## config.mk

```make
export PLATFORM = sky130hd
export DESIGN_NAME = json_string_unescape_utf8_unit
export DESIGN_NICKNAME = d
export VERILOG_FILES = /design/src/rtl/jsu_pkg.sv /design/src/rtl/json_string_unescape_utf8_unit.sv /design/src/rtl/jsu_core.sv /design/src/rtl/jsu_ser.sv
export SDC_FILE = /design/constraint.sdc
export NUM_CORES = 1
export LEC_CHECK = 0
export BUFFER_PORTS_ARGS = -buffer_cell sky130_fd_sc_hd__buf_2
export CAP_MARGIN = 20
export CORE_UTILIZATION = 40
export DETAILED_ROUTE_END_ITERATION = 10
export PLACE_DENSITY = 0.58
export SYNTH_ARGS = -nofsm -noshare
export SYNTH_HDL_FRONTEND = slang
export SYNTH_HIERARCHICAL = 1
export SYNTH_SLANG_ARGS = --single-unit
```

## constraint.sdc

```tcl
create_clock -name clk -period 4.1 [get_ports clk]
set_input_delay 0.41 -clock clk [delete_from_list [all_inputs] [get_ports clk]]
set_output_delay 0.41 -clock clk [all_outputs]
set_load 0.01 [all_outputs]
```

## src/rtl/jsu_pkg.sv

```systemverilog
package jsu_pkg;

  typedef enum logic [6:0] {
    PH_NORMAL  = 7'b0000001,
    PH_ESC     = 7'b0000010,
    PH_HEX     = 7'b0000100,
    PH_WANT_BS = 7'b0001000,
    PH_WANT_U  = 7'b0010000,
    PH_TRL     = 7'b0100000,
    PH_DISCARD = 7'b1000000
  } phase_t;

  localparam logic [2:0] ST_OK         = 3'd0;
  localparam logic [2:0] ST_BAD_HEX    = 3'd1;
  localparam logic [2:0] ST_TRUNC      = 3'd2;
  localparam logic [2:0] ST_LONE_TRAIL = 3'd3;
  localparam logic [2:0] ST_NO_U       = 3'd4;
  localparam logic [2:0] ST_BAD_TRAIL  = 3'd5;

  localparam logic [7:0] CH_BACKSLASH = 8'h5C;
  localparam logic [7:0] CH_B         = 8'h62;
  localparam logic [7:0] CH_F         = 8'h66;
  localparam logic [7:0] CH_N         = 8'h6E;
  localparam logic [7:0] CH_R         = 8'h72;
  localparam logic [7:0] CH_T         = 8'h74;
  localparam logic [7:0] CH_U         = 8'h75;

  localparam logic [5:0] LEAD_TOP  = 6'b110110;
  localparam logic [5:0] TRAIL_TOP = 6'b110111;
  localparam logic [20:0] SUPP_BASE = 21'h10000;

  typedef struct packed {
    logic [3:0][7:0] bytes;
    logic [1:0]      cnt_m1;
  } utf8_t;

  typedef struct packed {
    logic [3:0][7:0] bytes;
    logic [1:0]      cnt_m1;
    logic            data_valid;
    logic            str_last;
    logic [2:0]      status;
  } bundle_t;

  function automatic logic [4:0] hex_digit(input logic [7:0] c);
    logic [4:0] r;
    r = 5'd0;
    if (c >= 8'h30 && c <= 8'h39) begin
      r = {1'b1, c[3:0]};
    end else if ((c >= 8'h61 && c <= 8'h66) || (c >= 8'h41 && c <= 8'h46)) begin
      r = {1'b1, c[3:0] + 4'd9};
    end
    return r;
  endfunction

  function automatic utf8_t utf8_encode(input logic [20:0] cp);
    utf8_t u;
    u.bytes = '0;
    if (cp < 21'h80) begin
      u.cnt_m1   = 2'd0;
      u.bytes[0] = cp[7:0];
    end else if (cp < 21'h800) begin
      u.cnt_m1   = 2'd1;
      u.bytes[0] = {3'b110, cp[10:6]};
      u.bytes[1] = {2'b10, cp[5:0]};
    end else if (cp < SUPP_BASE) begin
      u.cnt_m1   = 2'd2;
      u.bytes[0] = {4'b1110, cp[15:12]};
      u.bytes[1] = {2'b10, cp[11:6]};
      u.bytes[2] = {2'b10, cp[5:0]};
    end else begin
      u.cnt_m1   = 2'd3;
      u.bytes[0] = {5'b11110, cp[20:18]};
      u.bytes[1] = {2'b10, cp[17:12]};
      u.bytes[2] = {2'b10, cp[11:6]};
      u.bytes[3] = {2'b10, cp[5:0]};
    end
    return u;
  endfunction

endpackage

```

## src/rtl/json_string_unescape_utf8_unit.sv

```systemverilog
// Streaming JSON string-body unescaper with UTF-8 output.
// The slave channel takes one raw byte of the string body per item in
// s_axis_tdata, with s_axis_tlast on the final byte of the string. The
// master channel gives one unescaped byte per item; a \u escape yields one
// to three items, a surrogate pair four. An escape in progress yields none.
// The last item of each string carries m_axis_tlast and the final status
// (0 ok, 1 bad hex, 2 truncated escape, 3 lone trail, 4 missing \u after
// a lead, 5 bad trail); if that byte yields no data, a status-only item
// with m_axis_tuser low is sent. After an error, bytes are consumed
// silently until the end of the string.
// Two bundle registers, the core's and then the serializer's, lie between
// acceptance and the first output item and decouple the channels, so
// input keeps flowing while the receiver holds m_axis_tready low, until
// both are full. While m_axis_tready is high, an item is accepted every
// cycle while each yields at most one output byte, and the single-byte
// output port sets the rate for multi-byte sequences, one output item per
// cycle. Synchronous reset clears escape state, empties both registers.
module json_string_unescape_utf8_unit import jsu_pkg::*; (
  input  logic        clk,
  input  logic        rst,
  input  logic        s_axis_tvalid,
  output logic        s_axis_tready,
  input  logic [7:0]  s_axis_tdata,  // [7:0] in_byte
  input  logic        s_axis_tlast,
  output logic        m_axis_tvalid,
  input  logic        m_axis_tready,
  output logic [15:0] m_axis_tdata,  // [7:0] out_byte, [8] run_last, [11:9] status
  output logic        m_axis_tlast,
  output logic        m_axis_tuser   // [0] byte_valid
);

  logic    bnd_valid;
  logic    bnd_take;
  bundle_t bnd;

  jsu_core u_core (
    .clk       (clk),
    .rst       (rst),
    .in_valid  (s_axis_tvalid),
    .in_ready  (s_axis_tready),
    .in_byte   (s_axis_tdata),
    .is_last   (s_axis_tlast),
    .bnd_valid (bnd_valid),
    .bnd_take  (bnd_take),
    .bnd       (bnd)
  );

  jsu_ser u_ser (
    .clk           (clk),
    .rst           (rst),
    .bnd_valid     (bnd_valid),
    .bnd_take      (bnd_take),
    .bnd           (bnd),
    .m_axis_tvalid (m_axis_tvalid),
    .m_axis_tready (m_axis_tready),
    .m_axis_tdata  (m_axis_tdata),
    .m_axis_tlast  (m_axis_tlast),
    .m_axis_tuser  (m_axis_tuser)
  );

endmodule

```

## src/rtl/jsu_core.sv

```systemverilog
module jsu_core import jsu_pkg::*; (
  input  logic       clk,
  input  logic       rst,
  input  logic       in_valid,
  output logic       in_ready,
  input  logic [7:0] in_byte,
  input  logic       is_last,
  output logic       bnd_valid,
  input  logic       bnd_take,
  output bundle_t    bnd
);

  phase_t      phase, phase_next;
  logic [1:0]  dcnt, dcnt_next;
  logic [15:0] code_accum, code_next;
  logic [9:0]  lead_bits, lead_next;
  logic [2:0]  sticky, sticky_next;
  logic [2:0]  err;
  logic [4:0]  hx;
  logic [15:0] shifted;
  logic        has_out;
  utf8_t       enc;
  bundle_t     bnd_next;
  logic        accept;

  assign in_ready = !bnd_valid || bnd_take;
  assign accept   = in_valid && in_ready;
  assign hx       = hex_digit(in_byte);
  assign shifted  = {code_accum[11:0], hx[3:0]};

  always_comb begin
    phase_next  = phase;
    dcnt_next   = dcnt;
    code_next   = code_accum;
    lead_next   = lead_bits;
    sticky_next = sticky;
    err         = ST_OK;
    has_out     = 1'b0;
    enc.bytes   = '0;
    enc.cnt_m1  = 2'd0;
    unique case (phase)
      PH_ESC: begin
        phase_next = PH_NORMAL;
        has_out    = 1'b1;
        unique case (in_byte)
          CH_B: enc.bytes[0] = 8'h08;
          CH_F: enc.bytes[0] = 8'h0C;
          CH_N: enc.bytes[0] = 8'h0A;
          CH_R: enc.bytes[0] = 8'h0D;
          CH_T: enc.bytes[0] = 8'h09;
          CH_U: begin
            has_out    = 1'b0;
            phase_next = PH_HEX;
            dcnt_next  = 2'd0;
            code_next  = '0;
          end
          default: enc.bytes[0] = in_byte;
        endcase
      end
      PH_HEX: begin
        if (!hx[4]) begin
          err = ST_BAD_HEX;
        end else begin
          code_next = shifted;
          if (dcnt != 2'd3) begin
            dcnt_next = dcnt + 2'd1;
          end else if (shifted[15:10] == TRAIL_TOP) begin
            err = ST_LONE_TRAIL;
          end else if (shifted[15:10] == LEAD_TOP) begin
            lead_next  = shifted[9:0];
            phase_next = PH_WANT_BS;
          end else begin
            has_out    = 1'b1;
            enc        = utf8_encode({5'd0, shifted});
            phase_next = PH_NORMAL;
          end
        end
      end
      PH_WANT_BS: begin
        if (in_byte == CH_BACKSLASH) phase_next = PH_WANT_U;
        else err = ST_NO_U;
      end
      PH_WANT_U: begin
        if (in_byte == CH_U) begin
          phase_next = PH_TRL;
          dcnt_next  = 2'd0;
          code_next  = '0;
        end else begin
          err = ST_NO_U;
        end
      end
      PH_TRL: begin
        if (!hx[4]) begin
          err = ST_BAD_HEX;
        end else begin
          code_next = shifted;
          if (dcnt != 2'd3) begin
            dcnt_next = dcnt + 2'd1;
          end else if (shifted[15:10] != TRAIL_TOP) begin
            err = ST_BAD_TRAIL;
          end else begin
            has_out    = 1'b1;
            enc        = utf8_encode(SUPP_BASE + {1'b0, lead_bits, shifted[9:0]});
            phase_next = PH_NORMAL;
          end
        end
      end
      PH_DISCARD: begin
      end
      default: begin
        if (in_byte == CH_BACKSLASH) begin
          phase_next = PH_ESC;
        end else begin
          has_out    = 1'b1;
          enc.bytes[0] = in_byte;
          phase_next = PH_NORMAL;
        end
      end
    endcase

    if (err != ST_OK) begin
      phase_next = PH_DISCARD;
      if (sticky == ST_OK) sticky_next = err;
    end
    if (is_last && sticky_next == ST_OK &&
        (phase_next == PH_HEX || phase_next == PH_WANT_BS ||
         phase_next == PH_WANT_U || phase_next == PH_TRL)) begin
      sticky_next = ST_TRUNC;
    end

    bnd_next.bytes      = has_out ? enc.bytes : '0;
    bnd_next.cnt_m1     = has_out ? enc.cnt_m1 : 2'd0;
    bnd_next.data_valid = has_out;
    bnd_next.str_last   = is_last;
    bnd_next.status     = sticky_next;
  end

  always_ff @(posedge clk) begin
    if (rst) begin
      phase      <= PH_NORMAL;
      dcnt       <= '0;
      code_accum <= '0;
      lead_bits  <= '0;
      sticky     <= ST_OK;
      bnd_valid  <= 1'b0;
    end else begin
      if (accept) begin
        bnd_valid <= has_out || is_last;
        if (is_last) begin
          phase      <= PH_NORMAL;
          dcnt       <= '0;
          code_accum <= '0;
          lead_bits  <= '0;
          sticky     <= ST_OK;
        end else begin
          phase      <= phase_next;
          dcnt       <= dcnt_next;
          code_accum <= code_next;
          lead_bits  <= lead_next;
          sticky     <= sticky_next;
        end
      end else if (bnd_take) begin
        bnd_valid <= 1'b0;
      end
    end
  end

  always_ff @(posedge clk) begin
    if (accept) bnd <= bnd_next;
  end

endmodule

```

## src/rtl/jsu_ser.sv

```systemverilog
module jsu_ser import jsu_pkg::*; (
  input  logic        clk,
  input  logic        rst,
  input  logic        bnd_valid,
  output logic        bnd_take,
  input  bundle_t     bnd,
  output logic        m_axis_tvalid,
  input  logic        m_axis_tready,
  output logic [15:0] m_axis_tdata,
  output logic        m_axis_tlast,
  output logic        m_axis_tuser
);

  bundle_t    cur;
  logic       busy;
  logic [1:0] idx;
  logic       at_end;
  logic       done;

  assign at_end   = idx == cur.cnt_m1;
  assign done     = busy && m_axis_tready && at_end;
  assign bnd_take = bnd_valid && (!busy || done);

  assign m_axis_tvalid = busy;
  assign m_axis_tlast  = cur.str_last && at_end;
  assign m_axis_tuser  = cur.data_valid;
  assign m_axis_tdata  = {4'd0, (m_axis_tlast ? cur.status : ST_OK), at_end, cur.bytes[idx]};

  always_ff @(posedge clk) begin
    if (rst) begin
      busy <= 1'b0;
      idx  <= '0;
    end else begin
      if (bnd_take) begin
        busy <= 1'b1;
        idx  <= '0;
      end else if (done) begin
        busy <= 1'b0;
        idx  <= '0;
      end else if (busy && m_axis_tready) begin
        idx <= idx + 2'd1;
      end
    end
  end

  always_ff @(posedge clk) begin
    if (bnd_take) cur <= bnd;
  end

endmodule

```

==> out/qor.txt <==
Final period util: 74.1%
ANT cells: 0
Slew Limit Fails: 0
Top-area cell type share of the netlist area: 38.6%
Detailed-route vias per instance: 5.92
CTS Buf Count: 9
Synth top cells by count: edfxtp_1, nor2_1, a21oi_1
Die area: 14900 um^2
Top cells by area, synth: edfxtp_1, dfxtp_1, a21oi_1, mux4_2, nor2_1
Filler cells: 1322
Vias in the first global route: 4067
GRT Util Overall: 20.5%
R2r setup slk: 1.09 ns
Resized Gates After CTS: 0
FF-to-FF End: u_core/bnd[28]
Initial Utilization: 41.3%
Peak supply drop: 0.342 mV
# nets final: 562
Global route overflow: 0
Core area: 13900 um^2
Pin count of the biggest net entering global routing: 40
Most frequent cell after synthesis: edfxtp_1
Synth cell types: 76
Met2 usage: 33.9%
TNS Setup: 0 ns
H-tree Lvls: 3
Register clock-pin slew on the reported worst setup and hold paths: 0.07 ns
Dominant synthesized flop cell: edfxtp_1
Mean post-synth cell area: 10.9 um^2
Critical path class: in -> reg
Cell taking the most area after synthesis: edfxtp_1
I/O Buffers: 28
Post-synth EDFFs: 74
DIE HEIGHT: 122 um
Final Hold Vio Count: 0
Async SR Flop Fraction: 0%
Met1 Track Usage GR: 26.6%
Clk sinks: 112
Worst slew margin: 40.4%
Iter 0 DRT Violations: 346
WL/cell: 19.7 um
Post-synthesis sequential area ratio: 51.8%
Critical path capture point type: register
Worst slew pin tran: 0.892 ns
# hold bufs at CTS: 0
Crit-path max FO: 16
Layout cells sized above 1: 13.9%
WL final: 14.3 mm
Hold Crit Depth: 3
Reg2reg start: u_ser/idx[1]
Met3 Usage GRT: 3.51%
Worst Path Required: 4.31 ns
Initial antenna violation count: 0
CTS tree: built
Via Count: 4305
Crit path DAT: 3.25 ns
Pre-CTS setup slack: 0.703 ns
First-pass GRT wire length: 22.6 mm
#FFs+latches synth: 112
# Post-CTS Setup Buffers: 0
GP Congestion: 0.888
Max Clock Skew: 0.00548 ns
Synth Instances: 530
Hold EP: u_core/bnd_valid
Seq. cell area: 2980 um^2
Run status: completed
Worst skew pair latency: 0.36 ns
Post-DP HPWL: 10.6 mm
CTS root buf: clkbuf_16
R2R depth: 7
HP Class: in -> reg
Die X: 122 um
Final setup fails: 0
Critical Path Start Type: primary input
DRC Markers: 0
I/O Pins: 33
Leak: 2.29 nW
Post-DRT Antenna Nets: 0
Min cycle time layout: 3.04 ns
Grt peak-use layer: met2
Multi-input gate area: 2530 um^2
Rows: 43
Area growth syn-to-layout: 10.1%
Clock Tree Buf Depth: 2
Power per Cell Area: 389 nW/um^2
Synth warn: 6
RSZ-0062 raised after global routing: no
TritonRoute pass-1 iters: 5
Max Freq: 329 MHz
Mapped Area: 5750 um^2
# Max-Cap Violations: 0
PnR worst setup slack: 1.06 ns
Hold Path Origin: s_axis_tvalid
WHS: 0.324 ns
==> per-stage QoR <==
step	area [um^2]	total power, mW	util, %	std cells
2_1_floorplan	5770	1.44	-	535
3_3_place_gp	5990	1.50	43.0	711
3_5_place_dp	5990	1.51	43.0	711
4_1_cts	6330	2.50	45.5	727
5_1_grt	6330	2.55	45.5	727
6_report	6330	2.46	45.5	727
==> final cells by class <==
class	instances	share of cell area, %
Clock inverter	7	1.88
Inverter	11	0.652
Sequential cell	112	47.1
Clock buffer	9	3.56
Tap cell	180	3.56
Multi-Input combinational cell	370	39.9
Timing Repair Buffer	38	3.40
==> critical path: stages <==
cell       delay (ns)
buf_2            0.14
inv_1            0.21
ha_1             0.24
nor3b_1          0.42
nor4_4           0.17
o2111ai_1        0.76
and3_1           0.36
nor3b_1          0.40
o22ai_1          0.15
==> power by group <==
| part | internal (mW) | total [mW] | switching [mW] |
|---|---|---|---|
| clock network | 0.556 | 0.983 | 0.428 |
| logic | 0.0594 | 0.183 | 0.123 |
| registers | 1.28 | 1.30 | 0.0206 |
==> metal layers <==
layer  routed length (um)  share of wire (%)
met5                    0                  0
met4                  286                2.0
met3                  505                3.5
met2                 6990                 49
met1                 6540                 46
==> worst max path at each step <==
stage	startpoint	end	slack, ns	depth (start not counted)
final	s_axis_tdata[0]	u_core/bnd_valid	1.06	9
after global routing	u_ser/idx[1]	u_core/phase[0]	0.82	9
after CTS	u_ser/idx[1]	u_core/bnd[30]	1.06	7
after detailed placement	s_axis_tdata[0]	u_core/bnd_valid	0.70	9
after global placement	s_axis_tdata[0]	u_core/bnd_valid	0.78	9
after floorplan	u_ser/cur[6]	u_core/sticky[0]	0.76	9
==> flip-flops by register name, summed over array words and instances, names as in the netlist, 2 cells and up <==
signal,flops
u_ser/idx,2
u_core/bnd,35
u_core/sticky,3
u_core/lead_bits,10
u_ser/cur,38
u_core/dcnt,2
u_core/code_accum,12
u_core/phase,7
==> cell usage in the layout (no fill, tap or decap), types with 5 or more instances in the layout <==
cell type	Yosys	layout
dfxtp_1	38	38
clkbuf_16	0	9
buf_2	6	28
and3_1	11	11
mux4_2	7	7
edfxtp_1	74	74
and4b_1	6	6
o211a_1	5	5
a221oi_1	5	5
nand4b_1	7	7
ha_1	7	7
o22ai_1	9	9
o21ai_0	22	22
nand2b_1	7	7
o2111ai_1	7	7
nand2_1	34	34
nand3_1	18	18
inv_1	11	11
o221ai_1	5	5
nor2_1	41	41
buf_4	9	10
o211ai_1	6	6
a22oi_1	17	17
nor3_1	11	11
xor2_1	6	6
a21oi_1	39	39
nor4_1	5	5
conb_1	2	7
mux2i_1	7	7
a211oi_1	5	5
==> cell families (layout without fill, tap and decap cells) <==
logic type	Yosys count	in the layout	share of synthesized area (%)
AO/OA/AOI/OAI	157	157	19.3
XOR/XNOR	9	9	1.37
adder cells (fa/ha/maj)	7	7	1.52
buffers and inverters	53	65	4.57
flip-flops	112	112	51.8
multiplexers	15	15	4.42
other	2	7	0.131
AND/OR/NAND/NOR	175	175	16.8
Note: power is estimated with default switching activity, not from simulation.
